[config.mk]
export PLATFORM = sky130hd
export DESIGN_NAME = gnp_mul
export DESIGN_NICKNAME = d
export VERILOG_FILES = /design/src/hw/rtl/gnp_pkg.sv /design/src/hw/rtl/gnp_mul.sv
export SDC_FILE = /design/constraint.sdc
export NUM_CORES = 1
export LEC_CHECK = 0
export BUFFER_PORTS_ARGS = -buffer_cell sky130_fd_sc_hd__buf_4
export CORE_MARGIN = 2
export CORE_UTILIZATION = 48
export DETAILED_ROUTE_END_ITERATION = 12
export HOLD_SLACK_MARGIN = 0.02
export PLACE_DENSITY = 0.67
export REMOVE_ABC_BUFFERS = 1
export SYNTH_ARGS = -nofsm -noshare
export SYNTH_HDL_FRONTEND = slang
export SYNTH_SLANG_ARGS = --single-unit
[constraint.sdc]
create_clock -name clk -period 8.1 [get_ports clk]
set_clock_uncertainty 0.15 [all_clocks]
set_input_delay 2.43 -clock clk [delete_from_list [all_inputs] [get_ports clk]]
set_output_delay 2.43 -clock clk [all_outputs]
set_load 0.02 [all_outputs]
[src/hw/rtl/gnp_pkg.sv]
`timescale 1ns / 1ps
`default_nettype none
package gnp_pkg;

	localparam int UW = 24;
	localparam int SW = 32;
	localparam int UNIFORM_BITS_DEF = 24;

	// shared multiplier: A x B, B consumed one digit per cycle, MSB first
	localparam int MUL_AW    = 36;
	localparam int MUL_BW    = 40;
	localparam int MUL_DW    = 8;
	localparam int MUL_PW    = MUL_AW + MUL_BW;
	localparam int MUL_STEPS = MUL_BW / MUL_DW;

	// ratio v^2/s in Q1.32
	localparam int DIV_NW    = 49;
	localparam int DIV_DW    = 48;
	localparam int DIV_QW    = 33;
	localparam int DIV_STEPS = 32;

	// integer square root, two radicand bits per cycle
	localparam int SQ_XW = 46;
	localparam int SQ_RW = 23;

	localparam int LOG_ITERS = 28;
	localparam logic [28:0] LN2_Q29 = 29'd372130559;

	typedef enum logic [3:0] {
		S_IDLE,
		S_LOAD,
		S_SQ1,
		S_SQ2,
		S_NORM,
		S_LOG,
		S_LN,
		S_DIV,
		S_RL,
		S_SQRT,
		S_SCALE,
		S_DONE
	} gnp_state_t;

endpackage
`default_nettype wire

[src/hw/rtl/gnp_mul.sv]
`timescale 1ns / 1ps
`default_nettype none
module gnp_mul import gnp_pkg::*; (
	input  wire logic              clk,
	input  wire logic              arst_n,
	input  wire logic              start,
	input  wire logic [MUL_AW-1:0] a,
	input  wire logic [MUL_BW-1:0] b,
	output logic                   done,
	output logic [MUL_PW-1:0]      prod
);
	localparam int CW = $clog2(MUL_STEPS);
	localparam logic [CW-1:0] CNT_LAST = CW'(MUL_STEPS - 1);

	logic [MUL_AW-1:0]        a_q;
	logic [MUL_BW-1:0]        b_q;
	logic [MUL_PW-1:0]        acc_q;
	logic [CW-1:0]            cnt_q;
	logic                     busy_q;
	logic                     done_q;
	logic [MUL_AW+MUL_DW-1:0] part;

	assign part = a_q * b_q[MUL_BW-1 -: MUL_DW];

	always_ff @(posedge clk or negedge arst_n) begin
		if (!arst_n) begin
			busy_q <= 1'b0;
			done_q <= 1'b0;
			cnt_q  <= '0;
		end else begin
			done_q <= 1'b0;
			if (start) begin
				busy_q <= 1'b1;
				cnt_q  <= '0;
			end else if (busy_q) begin
				cnt_q <= cnt_q + 1'b1;
				if (cnt_q == CNT_LAST) begin
					busy_q <= 1'b0;
					done_q <= 1'b1;
				end
			end
		end
	end

	always_ff @(posedge clk) begin
		if (start) begin
			a_q   <= a;
			b_q   <= b;
			acc_q <= '0;
		end else if (busy_q) begin
			acc_q <= {acc_q[MUL_PW-MUL_DW-1:0], {MUL_DW{1'b0}}} + MUL_PW'(part);
			b_q   <= b_q << MUL_DW;
		end
	end

	assign done = done_q;
	assign prod = acc_q;
endmodule
`default_nettype wire

======== Yosys cells after proc, flatten, opt, wreduce, memory -nomap -nowiden ========
Index checks and enable logic that the tools add are counted.
word-level totals
  memories kept ........................... 0
  logic and storage cells ................. 21
  memory bits (writable) .................. 0
  memory bits (read-only) ................. 0
  bits in latches ......................... 0
  register bits ........................... 157
  input bits .............................. 79
operators by class
  reductions and logical operators ........ 1
  shifts and indexed selects .............. 0
  $add $sub $neg .......................... 2
  divide/modulo/power cells ............... 0
  bitwise gates (word level) .............. 0
  magnitude comparators ................... 0
  equal/unequal tests ..................... 1
  multipliers ............................. 1
  muxes and demuxes ....................... 10
operators with widths
  cell                 number
  $mux 40              2
  $add 76x44->76       1
  $mul 36x8->44        1
  $mux 1               6
  $mux 3               2
  $add 3x1->3 const B  1
  $eq 3x3->1 const B   1
  $reduce_bool 2->1    1

======== Logic depth before layout (Yosys ltp) ========
  word-level depth ........................ 4
  gate-level depth with buffers ........... 21
  depth with buffers taken out ............ 18

======== Worst setup path before layout ========
OpenSTA, ideal clock, no wires.
  path kind ............................... register to register
  start point ............................. register b_q[39]
  end point ............................... register acc_q[68], in the netlist prod[68]
  clock period less this slack ............ 5.641 ns
  cell stages (with the launch flop) ...... 19
  data required time ...................... 7.833 ns
  slack ................................... 2.459 ns
  data arrival time ....................... 5.374 ns
  path buffers ............................ 1
  cells stage by stage .................... edfxtp_1 -> clkbuf_1 -> nand2_1 -> fa_1 -> fa_1 -> inv_1 -> fa_1 -> inv_1 -> fa_1 -> inv_1 -> ha_1 -> a21o_1 -> a221o_1 -> a21o_1 -> a311oi_4 -> o32a_2 -> a21oi_2 -> or4_1 -> a32o_1
on the way
  word-level cells in the longest chain between the ends .. 2
RTL lines
  element                 line           source
  start, declared         gnp_mul.sv:16  logic [MUL_BW-1:0] b_q;
  start signal, assigned  gnp_mul.sv:52  b_q <= b_q << MUL_DW;
  $mul 36x8->44           gnp_mul.sv:23  assign part = a_q * b_q[MUL_BW-1 -: MUL_DW];
  $add 76x44->76          gnp_mul.sv:51  acc_q <= {acc_q[MUL_PW-MUL_DW-1:0], {MUL_DW{1'b0}}} + MUL_PW'(part);
  end signal, assigned    gnp_mul.sv:51
  end, declared           gnp_mul.sv:17  logic [MUL_PW-1:0] acc_q;
Every way passes these cells.
A chain may end at the register's enable or synchronous reset.

======== Worst setup path after layout ========
  start point ............................. register b_q[32]
  end point ............................... register acc_q[53], in the netlist prod[53]
Same word-level chain as after synthesis.

==> metrics.csv <==
metric;value;unit
total CTS buffers;17;
Setup Total Neg Slack;0;ns
Worst EP arrival;6.87;ns
Final setup viols;0;
Crit-path slowest cell;edfxtp_1;
grt total ovfl;0;
dpl cells;2351;
Yosys top cell by area;fa_1;
Total GRT Usage;0.2704;
cells after synthesis;1807;
CP Launch Type;flip-flop;
Die W;192.3;µm
main flop type after synthesis;edfxtp_1;
worst hold path type;flip-flop to flip-flop;
share of the synthesized area in the top cell type;0.2812;
Avg WL per Cell;19.62;µm
RSZ-0062 raised after global routing;false;
Final Util;0.5514;
cell row count;68;
initial core utilization;0.4901;
outcome;completed;
vias;13420;
total core area;34710;µm²
crit-path cells;buf_4, nand2_1, fa_1, inv_1, fa_1, fa_1, inv_1, fa_1, inv_1, ha_1, nand2_1, o21ai_0, a21oi_1, o21ai_0, o21ai_0, and2_1, or4_1, a311oi_1;
Slew Limit Fails;0;
# hold bufs at CTS;0;
Slew HR;0.2841;
Final Routed Wirelength;46.77;mm
netlist area before placement;17010;µm²
initial antenna violation count;0;
fillers;3226;
clock buffer depth;2;
worst skew pair latency;0.48;ns
Cell variety after synth;75;
Final Net Count;2307;
dominant cells by area after synthesis;fa_1, edfxtp_1, dfxtp_1, and2_1, inv_1;
vias in the first global route;14360;
fraction of layout cells with a size suffix above 1;0.1307;
global-route wire length before repair;76.73;mm
port bufs;155;
ys async rst share;0.03185;
CP Max Fanout;21;
most used cell, CP;fa_1;
DIE AREA;36960;µm²
largest net degree at the start of global routing;71;
sequential area share after synthesis;0.2309;
min Tclk post-route;6.655;ns
clk root buf;clkbuf_16;
CTS tree;built;
GP Congestion;0.9091;
# Max-Cap Violations;0;
drt pass-1 iters;5;
clock transition at the registers of the reported paths;0.08;ns
Synth top cells by count;inv_1, fa_1, and2_1;
Area Growth Syn to Fin;12.52;%
CP required;8.32;ns
Yosys reg bits;157;
via density per instance;5.628;
height of the die;192.3;µm
final hold vios;0;
worst-margin pin slew;1.072;ns
fmax;150.3;MHz
Post-synth EDFFs;76;
DRC Markers;0;
most common cell in the netlist;inv_1;
Post-Layout Cell Count;2384;
First DRT Iteration DRCs;798;
I/O pin total;156;
CTS sink cnt;157;
post-cts sizing count;0;
Worst Setup Path Type;flip-flop to flip-flop;
Yosys warning total;0;
kind of end point of the critical path;flip-flop;
postcts setup bufs;0;
Detail Placement HPWL;35.66;mm
CTS H-tree lvls;4;
Crit path largest cell delay;0.85;ns
antenna viol nets, final;0;
synthesized area per cell;9.415;µm²
ratio of final minimum period to clock period;0.8216;
[placed cells by master (no fill, tap or decap), drive strengths merged, types with 24 or more instances in the layout]
| cell | netlist | routed |
|---|---|---|
| inv | 280 | 287 |
| fa | 239 | 239 |
| and2 | 234 | 234 |
| buf | 12 | 170 |
| nand2 | 148 | 148 |
| nor2 | 84 | 84 |
| edfxtp | 76 | 76 |
| dfxtp | 76 | 76 |
| ha | 74 | 74 |
| a21oi | 71 | 71 |
| o21ai | 51 | 51 |
| nand3 | 43 | 43 |
| a21o | 35 | 35 |
| mux2 | 32 | 32 |
| mux2i | 24 | 24 |
[stage by stage]
stage	worst slack, ns	instance area (µm²)	hold WS (ns)
finish	1.445	19140	0.3239
global route	0.9186	19140	0.3681
CTS	1.483	19140	0.3260
detailed placement	1.534	18540	0.3068
global placement	1.702	18540	0.3022
floorplan	2.375	16680	0.3549
[flip-flops by register name, summed over array words and instances (netlist names)]
| name | cells |
|---|---|
| a_q | 36 |
| b_q | 40 |
| busy_q | 1 |
| cnt_q | 3 |
| done | 1 |
| prod | 76 |
[cells by family (layout without fill, tap and decap cells)]
| family | after synthesis | after routing | share of synthesized area |
|---|---|---|---|
| adder cells (fa/ha/maj) | 313 | 313 | 0.3357 |
| AND/OR/NAND/NOR | 615 | 615 | 0.1896 |
| flip-flops | 157 | 157 | 0.2309 |
| buffers and inverters | 362 | 483 | 0.08141 |
| AO/OA/AOI/OAI | 273 | 273 | 0.1111 |
| XOR/XNOR | 31 | 31 | 0.01596 |
| multiplexers | 56 | 56 | 0.03530 |
| other | 0 | 1 | 0 |
[cell type report]
class | instances | area [µm²] | area share
multi-input cells | 1288 | 11700 | 0.6113
diodes | 1 | 2.502 | 0.0001307
clock inverters | 12 | 147.6 | 0.007713
flip-flops and latches | 157 | 3930 | 0.2053
well taps | 455 | 569.3 | 0.02974
inverters | 281 | 1055 | 0.05510
repair buffers | 170 | 1280 | 0.06687
clock buffers | 20 | 456.7 | 0.02386
[routing by layer]
layer  vias to the layer above  share of wire  global-route usage
met3                        80          0.058             0.05165
li1                       6133              -                   -
met2                       432           0.49              0.4599
met5                         -              0                   0
met4                         0          0.028             0.09248
met1                      6773           0.42              0.3459
[worst max-delay path: cells and delay by family, from the launching register on]
family / cells / cell delay [ns]
AND/OR/NAND/NOR: 4 / 1.00
AO/OA/AOI/OAI: 5 / 1.54
adder cells (fa/ha/maj): 5 / 2.42
flip-flops: 1 / 0.85
buffers and inverters: 4 / 0.57
[path summary, 6_finish.rpt]
check	startpoint	endpoint	slack (ns)	cells after the start
setup / recovery	b_q[32]	prod[53]	1.45	18
hold / removal	prod[75]	prod[75]	0.32	2
setup reg to reg	b_q[32]	prod[53]	1.45	18
hold reg to reg	prod[75]	prod[75]	0.32	2
max in group asynchronous	arst_n	busy_q	6.08	1
min in group asynchronous	arst_n	done	1.60	1
Power is left out: the tool's default activity adds up to more than one toggle a clock period on the data nets, which glitch-free logic cannot reach.
