File: config.mk
export PLATFORM = sky130hd
export DESIGN_NAME = gnp_div
export DESIGN_NICKNAME = d
export VERILOG_FILES = /design/src/hw/rtl/gnp_pkg.sv /design/src/hw/rtl/gnp_div.sv
export SDC_FILE = /design/constraint.sdc
export NUM_CORES = 1
export LEC_CHECK = 0
export BUFFER_PORTS_ARGS = -buffer_cell sky130_fd_sc_hd__buf_2
export CORE_MARGIN = 10
export CORE_UTILIZATION = 30
export DETAILED_ROUTE_END_ITERATION = 8
export SLEW_MARGIN = 20
export SYNTH_ARGS = -nofsm -noshare
export SYNTH_HDL_FRONTEND = slang
export SYNTH_SLANG_ARGS = --single-unit
File: constraint.sdc
create_clock -name clk -period 6.15 [get_ports clk]
set_input_delay 0.615 -clock clk [delete_from_list [all_inputs] [get_ports clk]]
set_output_delay 0.615 -clock clk [all_outputs]
set_load 0.01 [all_outputs]
File: src/hw/rtl/gnp_pkg.sv
`timescale 1ns / 1ps
`default_nettype none
package gnp_pkg;

	localparam int UW = 24;
	localparam int SW = 32;
	localparam int UNIFORM_BITS_DEF = 24;

	// shared multiplier: A x B, B consumed one digit per cycle, MSB first
	localparam int MUL_AW    = 36;
	localparam int MUL_BW    = 40;
	localparam int MUL_DW    = 8;
	localparam int MUL_PW    = MUL_AW + MUL_BW;
	localparam int MUL_STEPS = MUL_BW / MUL_DW;

	// ratio v^2/s in Q1.32
	localparam int DIV_NW    = 49;
	localparam int DIV_DW    = 48;
	localparam int DIV_QW    = 33;
	localparam int DIV_STEPS = 32;

	// integer square root, two radicand bits per cycle
	localparam int SQ_XW = 46;
	localparam int SQ_RW = 23;

	localparam int LOG_ITERS = 28;
	localparam logic [28:0] LN2_Q29 = 29'd372130559;

	typedef enum logic [3:0] {
		S_IDLE,
		S_LOAD,
		S_SQ1,
		S_SQ2,
		S_NORM,
		S_LOG,
		S_LN,
		S_DIV,
		S_RL,
		S_SQRT,
		S_SCALE,
		S_DONE
	} gnp_state_t;

endpackage
`default_nettype wire

File: src/hw/rtl/gnp_div.sv
`timescale 1ns / 1ps
`default_nettype none
module gnp_div import gnp_pkg::*; (
	input  wire logic              clk,
	input  wire logic              arst_n,
	input  wire logic              start,
	input  wire logic [DIV_NW-1:0] num,
	input  wire logic [DIV_DW-1:0] den,
	output logic                   done,
	output logic [DIV_QW-1:0]      quo
);
	localparam int CW = $clog2(DIV_STEPS);
	localparam logic [CW-1:0] CNT_LAST = CW'(DIV_STEPS - 1);

	logic [DIV_DW-1:0] rem_q;
	logic [DIV_DW-1:0] den_q;
	logic [DIV_QW-1:0] q_q;
	logic [CW-1:0]     cnt_q;
	logic              busy_q;
	logic              done_q;
	logic              first;
	logic [DIV_NW-1:0] diff0;
	logic [DIV_DW:0]   t;
	logic              ge;
	logic [DIV_DW:0]   tdiff;

	assign first = num >= DIV_NW'(den);
	assign diff0 = num - DIV_NW'(den);
	assign t     = {rem_q, 1'b0};
	assign ge    = t >= {1'b0, den_q};
	assign tdiff = t - {1'b0, den_q};

	always_ff @(posedge clk or negedge arst_n) begin
		if (!arst_n) begin
			busy_q <= 1'b0;
			done_q <= 1'b0;
			cnt_q  <= '0;
		end else begin
			done_q <= 1'b0;
			if (start) begin
				busy_q <= 1'b1;
				cnt_q  <= '0;
			end else if (busy_q) begin
				cnt_q <= cnt_q + 1'b1;
				if (cnt_q == CNT_LAST) begin
					busy_q <= 1'b0;
					done_q <= 1'b1;
				end
			end
		end
	end

	always_ff @(posedge clk) begin
		if (start) begin
			den_q <= den;
			rem_q <= first ? diff0[DIV_DW-1:0] : num[DIV_DW-1:0];
			q_q   <= DIV_QW'(first);
		end else if (busy_q) begin
			rem_q <= ge ? tdiff[DIV_DW-1:0] : t[DIV_DW-1:0];
			q_q   <= {q_q[DIV_QW-2:0], ge};
		end
	end

	assign done = done_q;
	assign quo  = q_q;
endmodule
`default_nettype wire

# Yosys cells after proc, flatten, opt, wreduce, memory -nomap -nowiden
# Cells that the tools add are included.
[word_totals] wordCells=28 out_inout_bits=34 reg_bits=136
[classes] reduce_logical=1 n_lt_le_gt_ge=2 add_sub_neg=3 eq_ne=1 mux=14
[op_table] operator="two-way mux 48 bit" count=4
[op_table] operator="greater-or-equal comparator 49 x 48 -> 1 bit" count=2
[op_table] operator="subtractor 48 bit" count=2
[op_table] operator="two-way mux 5 bit" count=2
[op_table] operator="two-way mux 1 bit" count=8
[op_table] operator="adder 5 x 1 -> 5 bit (second input constant)" count=1
[op_table] operator="== test 5 bit (second input constant)" count=1
[op_table] operator="nonzero test 2 bit" count=1

# Logic depth before layout (Yosys ltp)
[logic_depth] depth_word=4 depth_mapped=15

# Worst setup path before layout
# OpenSTA, ideal clock, no wires.
[synth_timing] path_type="in2reg" startpoint="in den[34]" endpoint="reg rem_q[0], data pin" stages=14 arrival_ps=3010 path_buffers=3 setup_slack_ps=2871 setup_time_ps=269 cell_sequence="inv_1 ha_1 buf_2 a21oi_1 o21ai_0 or3_1 a211oi_1 o21bai_1 o31a_1 a21o_1 buf_2 clkbuf_1 o211ai_1 o31ai_1"
[synth_between] elab_chain_len=3
[synth_lines] element="from (decl)" line_no="gnp_div.sv:8" text="input wire logic [DIV_DW-1:0] den,"
[synth_lines] element="greater-or-equal comparator 49 x 48 -> 1 bit" line_no="gnp_div.sv:27" text="assign first = num >= DIV_NW'(den);"
[synth_lines] element="two-way mux 48 bit" line_no="gnp_div.sv:56" text="rem_q <= first ? diff0[DIV_DW-1:0] : num[DIV_DW-1:0];"
[synth_lines] element="two-way mux 48 bit" line_no="gnp_div.sv:54" text="if (start) begin"
[synth_lines] element="to (signal assigned)" line_no="gnp_div.sv:56"
[synth_lines] element="to (signal assigned)" line_no="gnp_div.sv:59" text="rem_q <= ge ? tdiff[DIV_DW-1:0] : t[DIV_DW-1:0];"
[synth_lines] element="to (decl)" line_no="gnp_div.sv:15" text="logic [DIV_DW-1:0] rem_q;"
# Every way passes these cells.
# A chain may end at the register's enable or synchronous reset.

# Final worst setup path
[layout_timing] startpoint="reg rem_q[7]" endpoint="reg rem_q[19], data pin"
[layout_between] elab_chain_len=4 word_cells_on_any_way=5
[layout_lines] element="subtractor 48 bit / greater-or-equal comparator 49 x 48 -> 1 bit (equally long branches)" line_no="gnp_div.sv:31, gnp_div.sv:30"
[layout_lines] element="two-way mux 48 bit *" line_no="gnp_div.sv:59"
[layout_lines] element="two-way mux 48 bit *" line_no="gnp_div.sv:58" text="end else if (busy_q) begin"
[layout_lines] element="two-way mux 48 bit *" line_no="gnp_div.sv:54"
# Mark *: on every way between the ends. The rest lies on a longest branch, timed or not. The select of a mux whose other input is x is not followed.

==> reports/metrics.yaml <==
yosys:
  synth_area_leaders: "edfxtp_1 25%, ha_1 11%, a21oi_1 5.8%, dfxtp_1 5.5%, mux2i_1 4.6%"
  syn_area_mm2: 0.0117
  synth_largest_area_cell: "edfxtp_1"
  yosysWarningCount: 0
  synth_mux_area_share_pct: 4.82
  synth_commonest_cells: "136 x a21oi_1, 121 x inv_1, 117 x nor2_1"
  synth-simple-area-share_pct: 15.2
  syn-num-nets: 1584
  ys_types: 72
  avgSynthCellArea_um2: 8.43
  synth-xor-area-share_pct: 6.60
  synthAdderAreaFrac_pct: 10.8
  synthCells: 1384
  synth_compound_area_share_pct: 23.9
  yosysMostFrequentCell: "a21oi_1"
  synth-seq-area-share_pct: 31.9
  synth_top_family_by_area: "compound AO/OA/AOI/OAI gates"
  ys.flop_type: "edfxtp_1"
  yosys.area.top_type_share_pct: 25.0
  ys_ff_latch: 136
  synth_edf_count: 97
  synth-async-reset-ratio_pct: 5.15
clock_tree:
  cts_sinks: 136
  cts_tree: "done"
  cts_setup_buffers: 0
  cts_root_buf: "clkbuf_16"
  cts_max_level: 4
  clock_latency_ns: 0.46
  cts_inserted_buffers: 17
  clk_pin_slew_ns: 0.06
  clockBufferDepth: 2
setup_path:
  rr_worst_depth: 12
  crit_required_ns: 6.31
  r2r_slack_ns: 1.67
  worst_setup_path_start_kind: "register"
  cp_data_arrival_time_ns: 4.65
  worstReg2RegEnd: "rem_q[19]"
  critical_path_class: "register to register"
  cp-startpoint: "rem_q[7]"
  end_kind: "register"
  crit_end: "rem_q[19]"
  reg2reg_from: "rem_q[7]"
  critPathMaxFanout: 34
layout:
  syn2layout_area_growth_pct: 14.3
  ff_latch_area_mm2: 0.00373
  final_area_mm2: 0.0133
  drive_gt1_share_pct: 13.0
  fin_nets: 1670
  multi_input_area_mm2: 0.00718
  antenna_cells: 0
  fin_cells: 2001
  n_fill_cell: 4053
die:
  core_mm2: 0.0386
  die_width_um: 217
  die_area_mm2: 0.0472
  io_pins: 134
  die_h_um: 217
  num_rows: 72
  start_util_pct: 30.3
detailed_routing:
  wire_per_inst_um: 18.0
  vias_per_cell: 5.26
  firstDrtPassIters: 5
  ant_nets: 0
  wirelength_um: 36000
  initialDrtViolationCount: 1054
  vias: 10500
  drc: 0
global_route:
  gr-usage-met3_pct: 2.55
  grt_util_met1_pct: 20.2
  use_met2_pct: 23.0
  grt_pass1_vias: 10000
  overflow: 0
  grt_max_degree: 74
  grt_pass1_wl_um: 56100
  gr-max-usage-layer: "met2"
  antenna_found_initial: 0
  groute.usage.overall_pct: 14.9
place:
  io_buffer_count: 133
  dpl_cell_area_mm2: 0.0127
  hpwl_um: 28600
  gp_congestion: 0.952
  dp.cells: 1968
pwr:
  powerDensity_mw_per_mm2: 408
  total_power_mw: 5.44
  vdd_drop_max_mv: 0.241
  cellLeakagePower_nw: 6.10
sta:
  rsz0062_at_grt: "false"
  slew_violations: 0
  final_hold_viol_count: 0
  relSlewSlack_pct: 30.4
  tightest_slew_ns: 1.04
  fmax_ghz: 0.223
  fin_setup_tns_ns: 0
  period_minus_slack_ns: 4.48
  finalSetupViolCount: 0
  fin_skew_ns: 0.0235
  finalCritPeriodShare_pct: 72.9
flow_run:
  max_cap_violations: 0
outcome:
  status: "completed"
min_path:
  hp-class: "primary input to register"
==> final cells by class <==
| cell class | count | area share [%] |
|---|---|---|
| Multi-Input combinational cell | 1053 | 53.8 |
| Clock inverter | 11 | 0.797 |
| Sequential cell | 136 | 28.0 |
| Tap cell | 518 | 4.86 |
| Inverter | 121 | 3.41 |
| Clock buffer | 21 | 3.63 |
| Timing Repair Buffer | 141 | 5.51 |
==> power breakdown <==
group	internal [mW]	switching (mW)
logic	1.20	1.83
clock network	0.612	0.432
registers	1.25	0.116
total	3.06	2.38
==> metrics by stage <==
step / setup slack, ns / utilization [%] / hold WS, ns
finish: 1.67 / 34.6 / 0.351
global route: 1.47 / 34.6 / 0.335
CTS: 1.65 / 34.6 / 0.319
detailed placement: 1.48 / 33.0 / 0.457
global placement: 1.57 / 33.0 / 0.452
floorplan: 2.87 / - / 0.319
==> timing repair <==
action / 4_1_cts / 5_1_grt
resized for setup: 0 / 0
hold endpoints to repair: 7 / 0
hold buffers: 1 / 0
==> registers in the layout, summed over array words and instances (netlist names) <==
register  flops
done          1
quo          33
busy_q        1
rem_q        48
cnt_q         5
den_q        48
==> placed cells by master, fill, tap and decap left out, drive strengths merged, types with 54 or more instances in the layout <==
cell / Yosys / layout
o21ai: 91 / 91
a21oi: 136 / 136
nand2: 103 / 103
xnor2: 56 / 56
inv: 121 / 128
buf: 30 / 140
mux2i: 54 / 54
ha: 98 / 98
nor2: 117 / 117
edfxtp: 97 / 97
==> layer usage <==
metal | wire length (µm) | part of all wire, %
met2 | 16200 | 45
met3 | 1820 | 5.1
met5 | 0 | 0
met1 | 16900 | 47
met4 | 1060 | 3.0
==> worst min-delay path by stage <==
stage / from / to / slack [ns] / cells past startpoint
floorplan: arst_n / busy_q / 0.32 / 0
global placement: arst_n / done / 0.45 / 1
detailed placement: arst_n / done / 0.46 / 1
CTS: den[29] / den_q[29] / 0.32 / 1
global route: den[6] / den_q[6] / 0.34 / 1
finish: den[29] / den_q[29] / 0.35 / 1
==> worst max-delay path: stages (launching register included) <==
cell and delay (ns):
edfxtp_1 0.41, ha_1 0.43, a2111o_1 0.42, nand2b_1 0.19, nor4_4 0.28, o31a_1 0.32
o21a_1 0.26, o311a_1 0.26, a21o_2 0.61, buf_4 0.44, nor2_1 0.11, a211oi_1 0.36
a21oi_1 0.09
==> cells by family after synthesis <==
logic type / Yosys count
muxes: 56
DFF: 136
xor gates and xnor gates: 88
AOI/OAI and AO/OA: 440
and+or+nand+nor: 369
buffers and inverters: 195
adders and majority gates: 100
Note: power is estimated with default switching activity, not from simulation.
