**src/hw/rtl/gnp_pkg.sv**
```systemverilog
`timescale 1ns / 1ps
`default_nettype none
package gnp_pkg;

	localparam int UW = 24;
	localparam int SW = 32;
	localparam int UNIFORM_BITS_DEF = 24;

	// shared multiplier: A x B, B consumed one digit per cycle, MSB first
	localparam int MUL_AW    = 36;
	localparam int MUL_BW    = 40;
	localparam int MUL_DW    = 8;
	localparam int MUL_PW    = MUL_AW + MUL_BW;
	localparam int MUL_STEPS = MUL_BW / MUL_DW;

	// ratio v^2/s in Q1.32
	localparam int DIV_NW    = 49;
	localparam int DIV_DW    = 48;
	localparam int DIV_QW    = 33;
	localparam int DIV_STEPS = 32;

	// integer square root, two radicand bits per cycle
	localparam int SQ_XW = 46;
	localparam int SQ_RW = 23;

	localparam int LOG_ITERS = 28;
	localparam logic [28:0] LN2_Q29 = 29'd372130559;

	typedef enum logic [3:0] {
		S_IDLE,
		S_LOAD,
		S_SQ1,
		S_SQ2,
		S_NORM,
		S_LOG,
		S_LN,
		S_DIV,
		S_RL,
		S_SQRT,
		S_SCALE,
		S_DONE
	} gnp_state_t;

endpackage
`default_nettype wire

```
**src/hw/rtl/gnp_sqrt.sv**
```systemverilog
`timescale 1ns / 1ps
`default_nettype none
module gnp_sqrt import gnp_pkg::*; (
	input  wire logic             clk,
	input  wire logic             arst_n,
	input  wire logic             start,
	input  wire logic [SQ_XW-1:0] x,
	output logic                  done,
	output logic [SQ_RW-1:0]      root
);
	localparam int CW = $clog2(SQ_RW);
	localparam logic [CW-1:0] CNT_LAST = CW'(SQ_RW - 1);

	logic [SQ_XW-1:0] x_q;
	logic [SQ_RW+1:0] rem_q;
	logic [SQ_RW-1:0] root_q;
	logic [CW-1:0]    cnt_q;
	logic             busy_q;
	logic             done_q;
	logic [SQ_RW+3:0] rin;
	logic [SQ_RW+3:0] trial;
	logic             ge;
	logic [SQ_RW+3:0] rdiff;

	// remainder stays below 2*root+1, so it fits two bits over the root
	assign rin   = {rem_q, x_q[SQ_XW-1 -: 2]};
	assign trial = (SQ_RW+4)'({root_q, 2'b01});
	assign ge    = rin >= trial;
	assign rdiff = rin - trial;

	always_ff @(posedge clk or negedge arst_n) begin
		if (!arst_n) begin
			busy_q <= 1'b0;
			done_q <= 1'b0;
			cnt_q  <= '0;
		end else begin
			done_q <= 1'b0;
			if (start) begin
				busy_q <= 1'b1;
				cnt_q  <= '0;
			end else if (busy_q) begin
				cnt_q <= cnt_q + 1'b1;
				if (cnt_q == CNT_LAST) begin
					busy_q <= 1'b0;
					done_q <= 1'b1;
				end
			end
		end
	end

	always_ff @(posedge clk) begin
		if (start) begin
			x_q    <= x;
			rem_q  <= '0;
			root_q <= '0;
		end else if (busy_q) begin
			x_q    <= x_q << 2;
			rem_q  <= ge ? rdiff[SQ_RW+1:0] : rin[SQ_RW+1:0];
			root_q <= {root_q[SQ_RW-2:0], ge};
		end
	end

	assign done = done_q;
	assign root = root_q;
endmodule
`default_nettype wire

```
**config.mk**
```make
export PLATFORM = sky130hd
export DESIGN_NAME = gnp_sqrt
export DESIGN_NICKNAME = d
export VERILOG_FILES = /design/src/hw/rtl/gnp_pkg.sv /design/src/hw/rtl/gnp_sqrt.sv
export SDC_FILE = /design/constraint.sdc
export NUM_CORES = 1
export LEC_CHECK = 0
export ABC_AREA = 1
export BUFFER_PORTS_ARGS = -buffer_cell sky130_fd_sc_hd__buf_2
export CAP_MARGIN = 20
export CORE_UTILIZATION = 53
export DETAILED_ROUTE_END_ITERATION = 8
export PLACE_DENSITY = 0.74
export SYNTH_ARGS = -nofsm -noshare
export SYNTH_HDL_FRONTEND = slang
export SYNTH_SLANG_ARGS = --single-unit
export TNS_END_PERCENT = 5
```
**constraint.sdc**
```tcl
create_clock -name clk -period 2.85 [get_ports clk]
set_clock_uncertainty 0.15 [all_clocks]
set_input_delay 0.57 -clock clk [delete_from_list [all_inputs] [get_ports clk]]
set_output_delay 0.57 -clock clk [all_outputs]
set_load 0.01 [all_outputs]
```
Word level (Yosys, flattened, before mapping)

Index checks and enable logic that the tools add are counted.
W data, S select, Z words.

Word-level logic and storage cells: 22
Flip-flop bits (word level): 101
Bits of input ports: 49

Muxes and demuxes: 11
Add/subtract/negate cells: 2
Equality and inequality tests: 1
Reduce and logical (&&, ||, !) cells: 1
$lt $le $gt $ge: 1

Operators with widths:

| kind                  | number |
|---|---|
| $mux W46              | 2 |
| $ge A27 B25 Y1        | 1 |
| $mux W25              | 1 |
| $sub A25 B25 Y25      | 1 |
| $mux W5               | 2 |
| $mux W1               | 6 |
| $add A5 B1 Y5 const B | 1 |
| $eq A5 B5 Y1 const B  | 1 |
| $reduce_bool A2 Y1    | 1 |

Logic depth before layout (Yosys ltp)

Gate-level depths: netlist of the first run.

Word-level depth: 4
Mapped depth: 16

Worst setup path before layout of the first run

Ideal clock, no wire load.

Path type: input to register
Start point: in start
End point: reg x_q[0] (enable)
Stages: 4
Setup time: 0.429 ns
Arrival time: 2.579 ns
Buffers on the path: 2
Setup slack: -0.308 ns
Required time: 2.271 ns
Cells stage by stage: clkbuf_1 -> nor2_1 -> inv_1 -> buf_1

Cells in the longest elaborated chain, start to end: 1

Ends and longest elaborated chain:

| what                         | RTL line       | source |
|---|---|---|
| start, declared              | gnp_sqrt.sv:6  | `input wire logic start,` |
| $reduce_bool A2 Y1 (no line) | --             |  |
| end signal, assigned         | gnp_sqrt.sv:57 | `x_q <= x_q << 2;` |
| end, declared                | gnp_sqrt.sv:14 | `logic [SQ_XW-1:0] x_q;` |

No other way between the ends.
A chain may end at the register's enable or synchronous reset.

Worst setup path after layout of the first run

Start point: reg root_q[16], in the netlist root[16]
End point: reg rem_q[21]

Cells in the longest elaborated chain, start to end: 2
Elaborated cells between the ends (all ways): 3

Ends and longest elaborated chain:

| what                                               | RTL line                       | source |
|---|---|---|
| start, declared                                    | gnp_sqrt.sv:16                 | `logic [SQ_RW-1:0] root_q;` |
| start signal, assigned                             | gnp_sqrt.sv:59                 | `root_q <= {root_q[SQ_RW-2:0], ge};` |
| $sub A25 B25 Y25 or $ge A27 B25 Y1 (tied branches) | gnp_sqrt.sv:29, gnp_sqrt.sv:28 |  |
| $mux W25 (*)                                       | gnp_sqrt.sv:58                 | `rem_q <= ge ? rdiff[SQ_RW+1:0] : rin[SQ_RW+1:0];` |
| end signal, assigned                               | gnp_sqrt.sv:58                 |  |
| end, declared                                      | gnp_sqrt.sv:15                 | `logic [SQ_RW+1:0] rem_q;` |

Every way passes the cells marked *; elsewhere a longest branch is shown, timed or not.

==> impl_metrics.env, run 1 <==
export IMPL_status="completed"
export IMPL_cts_buffers=9
export IMPL_grt_pass1_vias=4894
export IMPL_timing_fmax_mhz=403
export IMPL_drc=0
export IMPL_drt_vias_per_instance=4.97
export IMPL_crit_fanout=21
export IMPL_insertion_delay_ns=0.40
export IMPL_fin_area_sq_um=6590
export IMPL_cp_common_cell="nand2_1"
export IMPL_synth_top_cell_by_area="edfxtp_1"
export IMPL_routed_wl_mm=13.0
export IMPL_fin_crit_ns=2.48
export IMPL_synth_edf_count=46
export IMPL_start_util=0.543
export IMPL_tightest_slew_ns=0.525
export IMPL_drt_iter0_drc=284
export IMPL_fin_nets=965
export IMPL_holdCritPathClass="in -> reg"
export IMPL_p_per_area_nw_per_um2=943
export IMPL_hold_viol_final=0
export IMPL_vias=5143
export IMPL_rows=38
export IMPL_dpl_cell_area_sq_um=6400
export IMPL_critPathRequiredTime_ns=3.05
export IMPL_ys_seq_elements=101
export IMPL_die_w_um=107
export IMPL_cts_tree="done"
export IMPL_synth_async_reset_ratio=0.0693
export IMPL_rsz0062_at_grt="false"
export IMPL_setup_viol=0
export IMPL_critical_path_top_delay_family="simple AND/OR/NAND/NOR gates"
export IMPL_start_kind="flop"
export IMPL_worst_setup_path_end_kind="flop"
export IMPL_track_usage=0.247
export IMPL_synthTopCellsByCount="nand2_1 (352), inv_1 (114), dfxtp_1 (48)"
export IMPL_path_buf_inv=3
export IMPL_cts_root_buf="clkbuf_8"
export IMPL_syn_to_final_growth_pct=11.9
export IMPL_grt_overflow_total=0
export IMPL_synth_top_area_share=0.234
export IMPL_synth_most_common_cell="nand2_1"
export IMPL_core_area_sq_um=10800
export IMPL_gp_congestion=0.938
export IMPL_drtPass1Iterations=5
export IMPL_antenna_found_initial=0
export IMPL_antenna_cells=0
export IMPL_max_cap_violations=0
export IMPL_htree_levels=3
export IMPL_synth_cell_types=36
export IMPL_detailed_place_hpwl_mm=9.56
export IMPL_ir_worst_vdd_uv=556
export IMPL_synth_flop_cell="dfxtp_1"
export IMPL_clockBufferDepth=2
export IMPL_ant_nets=0
export IMPL_slew_headroom=0.650
export IMPL_cts_num_sinks=101
export IMPL_ys_seq_area_frac=0.427
export IMPL_grt_first_pass_wirelength_mm=22.1
export IMPL_crit_type="reg -> reg"
export IMPL_die_y_um=107
export IMPL_syn_area_per_cell_sq_um=7.18
export IMPL_fin_crit_sh=0.870
export IMPL_drive_gt1_frac=0.136
export IMPL_cp_cell_sequence="inv_1 -> ha_1 -> nand2_1 -> inv_1 -> a21oi_1 -> nand2_1 -> a21oi_2 -> nand3_4 -> buf_12 -> nor2_4 -> nand2_1 -> nand3_1"
export IMPL_post_cts_buffers=0
export IMPL_grt_max_degree=43
export IMPL_maxSlewViolCount=0
export IMPL_die_area_sq_um=11500
export IMPL_p_leak_uw=0.00347
export IMPL_fin_tns_setup_ns=0
export IMPL_ys_warn_count=0
export IMPL_syn_area_sq_um=5890
export IMPL_path_clk_slew_ns=0.10
export IMPL_synthCells=820
export IMPL_ys_top_cells_by_area="edfxtp_1 (23%), nand2_1 (22%), dfxtp_1 (16%), inv_1 (7.3%), ha_1 (5.7%)"
export IMPL_port_buffers=72
export IMPL_cp_arrival_ns=2.68
export IMPL_post_drt_wl_per_cell_um=12.6
export IMPL_slowest_delay_ns=0.36
export IMPL_syn_nets=896
export IMPL_slowest_stage="ha_1"
export IMPL_io_pins=73
## sequential cells by signal, summed over array words and instances, names as in the netlist
name and count:
rem_q 25, root 23, cnt_q 5, done 1, x_q 46, busy_q 1
## metal layers
layer | track usage | wire length (um)
met5 | 0 | 0
met4 | 0.106 | 257
met3 | 0.0599 | 657
met2 | 0.402 | 6020
met1 | 0.313 | 6080
## worst paths after layout
kind	depth (start not counted)	slack, ns	start	to
max	12	0.37	root[16]	rem_q[21]
min	3	0.28	x[1]	x_q[1]
max reg2reg	12	0.37	root[16]	rem_q[21]
min reg2reg	2	0.33	rem_q[12]	rem_q[12]
max in group asynchronous	2	2.02	arst_n	done
min in group asynchronous	2	0.37	arst_n	cnt_q[4]
## per-stage QoR
| stage | power [uW] | hold WS, ns | setup WS (ns) | util | std cells |
|---|---|---|---|---|---|
| after floorplan | 4620 | 0.124 | 0.363 | - | 820 |
| after global placement | 5340 | 0.261 | 0.361 | 0.590 | 1017 |
| after detailed placement | 5360 | 0.257 | 0.264 | 0.590 | 1017 |
| after CTS | 6230 | 0.237 | 0.260 | 0.607 | 1034 |
| after global routing | 6870 | 0.266 | 0.108 | 0.608 | 1034 |
| final | 6210 | 0.276 | 0.370 | 0.608 | 1034 |
## layout by cell type (no fill, tap or decap), types with 8 or more instances in the layout
cell type / Yosys / routed
o22ai_1: 22 / 22
nand3_1: 41 / 41
o21ai_0: 22 / 22
nor2_1: 21 / 21
buf_2: 1 / 72
xor2_1: 9 / 9
edfxtp_1: 46 / 46
clkbuf_8: 0 / 9
ha_1: 27 / 27
nand2_1: 352 / 352
dfxtp_1: 48 / 48
a21oi_1: 26 / 26
nor2_2: 8 / 8
nand4_1: 17 / 17
inv_1: 114 / 113
## worst reg2reg max path, delay by kind of cell, from the launching register on
family | cells | cell delay, ns
adders and majority gates | 1 | 0.36
and+or+nand+nor | 6 | 0.83
DFF | 1 | 0.35
AOI/OAI and AO/OA | 2 | 0.37
buffers and inverters | 3 | 0.37
## cells by family (layout without fill, tap and decap cells)
logic type      count (synthesis)  in the layout  share of synthesized area
flops                         101            101                      0.427
compound gates                 77             77                     0.0741
simple gates                  465            465                      0.332
fa+ha+maj                      27             27                     0.0573
buf+inv                       140            214                     0.0939
xor+xnor                       10             10                     0.0149
## where the power goes
part | total [uW] | internal (uW) | switching [uW]
Combinational | 3510 | 1250 | 2260
Sequential | 1860 | 1730 | 126
Clock | 846 | 322 | 524
## area by class of cell
class                   instances  area (sq um)
clock buffers                   9           124
clock inverters                 7          50.0
fillers                      1051          4250
inverters                     116           435
multi-input cells             579          2830
flip-flops and latches        101          2520
well taps                     140           175
repair buffers                 82           463
## timing repair
item,in CTS,in global routing
resized for setup,0,1
endpoints found under the setup margin,0,3
hold buffers,1,0
endpoints found under the hold margin,7,0
No activity file was read; power rests on OpenSTA's default activity.
==> inputs of run 2 (changes only) <==
==> config.mk (replaced) <==
export PLATFORM = sky130hd
export DESIGN_NAME = gnp_sqrt
export DESIGN_NICKNAME = d
export VERILOG_FILES = /design/src/hw/rtl/gnp_pkg.sv /design/src/hw/rtl/gnp_sqrt.sv
export SDC_FILE = /design/constraint.sdc
export NUM_CORES = 1
export LEC_CHECK = 0
export ABC_AREA = 1
export CAP_MARGIN = 20
export CORE_UTILIZATION = 58
export DETAILED_ROUTE_END_ITERATION = 8
export DONT_BUFFER_PORTS = 1
export PLACE_DENSITY = 0.73
export SYNTH_ARGS = -nofsm -noshare
export SYNTH_HDL_FRONTEND = slang
export SYNTH_SLANG_ARGS = --single-unit
export TNS_END_PERCENT = 10
==> run 2 against run 1 <==
- critical path type unchanged
- routed wire length is 2.3% lower
- largest cell class unchanged
- register-to-register slack got worse by 0.09 ns
- fmax decreased by 3.5%
- sequential power about the same
- first-iteration DRC count fell by 27%
- critical endpoint is now rem_q[14]
- critical path depth unchanged
==> impl_metrics.env, run 2 (synthesis results as in run 1) <==
export IMPL_tightest_slew_ns=0.574
export IMPL_grt_overflow_total=0
export IMPL_syn_to_final_growth_pct=5.37
export IMPL_crit_type="reg -> reg"
export IMPL_regMostFlops="x_q"
export IMPL_holdPathEnd="rem_q[24]"
export IMPL_rows=36
export IMPL_dr_max_layer_used="met4"
export IMPL_routed_wl_met3_um=756
export IMPL_insertion_delay_ns=0.39
export IMPL_whs_path_depth=1
export IMPL_ir_worst_vdd_uv=556
export IMPL_critPathRequiredTime_ns=2.98
export IMPL_cts_buffers=9
export IMPL_clockBufferDepth=2
export IMPL_r2r_start="root[0]"
export IMPL_fin_hold_ws_ns=0.120
export IMPL_status="completed"
export IMPL_routed_wl_mm=12.7
export IMPL_dpl_cell_area_sq_um=6020
export IMPL_track_usage=0.263
export IMPL_start_util=0.600
export IMPL_drt_iter0_drc=208
export IMPL_r2r_slack_ns=0.28
export IMPL_max_cap_violations=0
export IMPL_grt_max_degree=71
export IMPL_fin_tns_setup_ns=0
export IMPL_path_clk_slew_ns=0.10
export IMPL_fin_area_sq_um=6210
export IMPL_p_leak_uw=0.00315
export IMPL_antenna_found_initial=0
export IMPL_fin_nets=892
export IMPL_die_w_um=103
export IMPL_die_area_sq_um=10600
export IMPL_drive_gt1_frac=0.0597
export IMPL_worst_r2r_path_depth=12
export IMPL_setup_viol=0
export IMPL_start_kind="flop"
export IMPL_mostFrequentLayoutCells="nand2_1 (352), inv_1 (113), dfxtp_1 (48)"
export IMPL_fin_crit_sh=0.901
export IMPL_grt_pass1_vias=4669
export IMPL_slew_headroom=0.613
export IMPL_fin_crit_ns=2.57
export IMPL_port_buffers=0
export IMPL_vias=4966
export IMPL_core_area_sq_um=9820
export IMPL_detailed_place_hpwl_mm=9.50
export IMPL_die_y_um=103
export IMPL_io_pins=73
export IMPL_post_cts_resized=0
export IMPL_ant_nets=0
export IMPL_worst_setup_path_end_kind="flop"
export IMPL_drt_vias_per_instance=5.21
export IMPL_post_drt_wl_per_cell_um=13.3
export IMPL_hold_start="start"
export IMPL_maxSlewViolCount=0
export IMPL_drc=0
export IMPL_wl_met2_mm=6.26
export IMPL_htree_levels=3
export IMPL_cts_num_sinks=101
export IMPL_crit_fanout=28
export IMPL_final_common_cell="nand2_1"
export IMPL_gp_congestion=0.908
export IMPL_cp_arrival_ns=2.70
export IMPL_final_core_util=0.632
export IMPL_largest_reg_flops=46
export IMPL_grt_first_pass_wirelength_mm=21.3
export IMPL_nFillCells=959
export IMPL_rsz0062_at_grt="false"
export IMPL_wl_met1_mm=5.48
export IMPL_antenna_cells=0
export IMPL_drtPass1Iterations=5
export IMPL_cts_tree="done"
export IMPL_cts_root_buf="clkbuf_8"
export IMPL_worstReg2RegEnd="rem_q[14]"
export IMPL_timing_fmax_mhz=389
export IMPL_hold_viol_final=0
export IMPL_p_per_area_nw_per_um2=991
export IMPL_holdCritPathClass="in -> reg"
==> run 2: changes by cell type in the layout (fill, tap and decap cells not counted) <==
cell	before	now
nand3_4	2	1
buf_2	72	0
inv_6	1	2
clkinv_4	2	0
clkinvlp_4	0	1
buf_4	7	6
nand3_2	0	1
==> run 2: worst max-delay path, cell delays in order (launching register included) <==
cell and delay [ns]:
dfxtp_1 0.39, inv_1 0.09, ha_1 0.38, a21oi_1 0.19, o21ai_0 0.12, nand2_1 0.09, nand3_1 0.14, nand2_1 0.15
nand3_2 0.20, buf_12 0.23, or2_1 0.22, nand3_1 0.07, nand2_1 0.05
==> run 2: worst max-delay path by stage <==
stage          cells after the start        end      from
2_1_floorplan                      4     x_q[0]     start
3_3_place_gp                      12  rem_q[14]  root[12]
3_5_place_dp                      12  rem_q[14]   root[0]
4_1_cts                           12  rem_q[14]   root[0]
5_1_grt                           12  rem_q[14]   root[0]
6_report                          12  rem_q[14]   root[0]
==> run 2: cell type report <==
cell class	instances	area (sq um)	area share
Clock inverter	7	48.8	0.00786
Multi-Input combinational cell	579	2820	0.454
Inverter	116	435	0.0701
Sequential cell	101	2520	0.406
Clock buffer	9	124	0.0200
Timing Repair Buffer	9	95.1	0.0153
Tap cell	133	166	0.0268
==> run 2: layer usage <==
layer | GRT usage | up-vias
li1 | - | 2594
met3 | 0.0800 | 18
met4 | 0.0823 | 0
met1 | 0.310 | 2231
met5 | 0 | -
met2 | 0.458 | 123
==> run 2: through the flow <==
stage	instances	power, uW	worst slack, ns
floorplan	820	4620	0.363
global placement	937	5290	0.376
detailed placement	937	5330	0.294
CTS	954	6180	0.265
global route	954	6790	0.0322
finish	954	6150	0.281
==> run 2: power breakdown <==
part           total (uW)  internal (uW)  switching, uW
Combinational        3450           1210           2240
Sequential           1860           1730            129
Clock                 835            322            512
==> run 2: timing repair <==
action	CTS	global route
buffers inserted	0	0
hold endpoints to repair	7	0
hold buffers	1	0
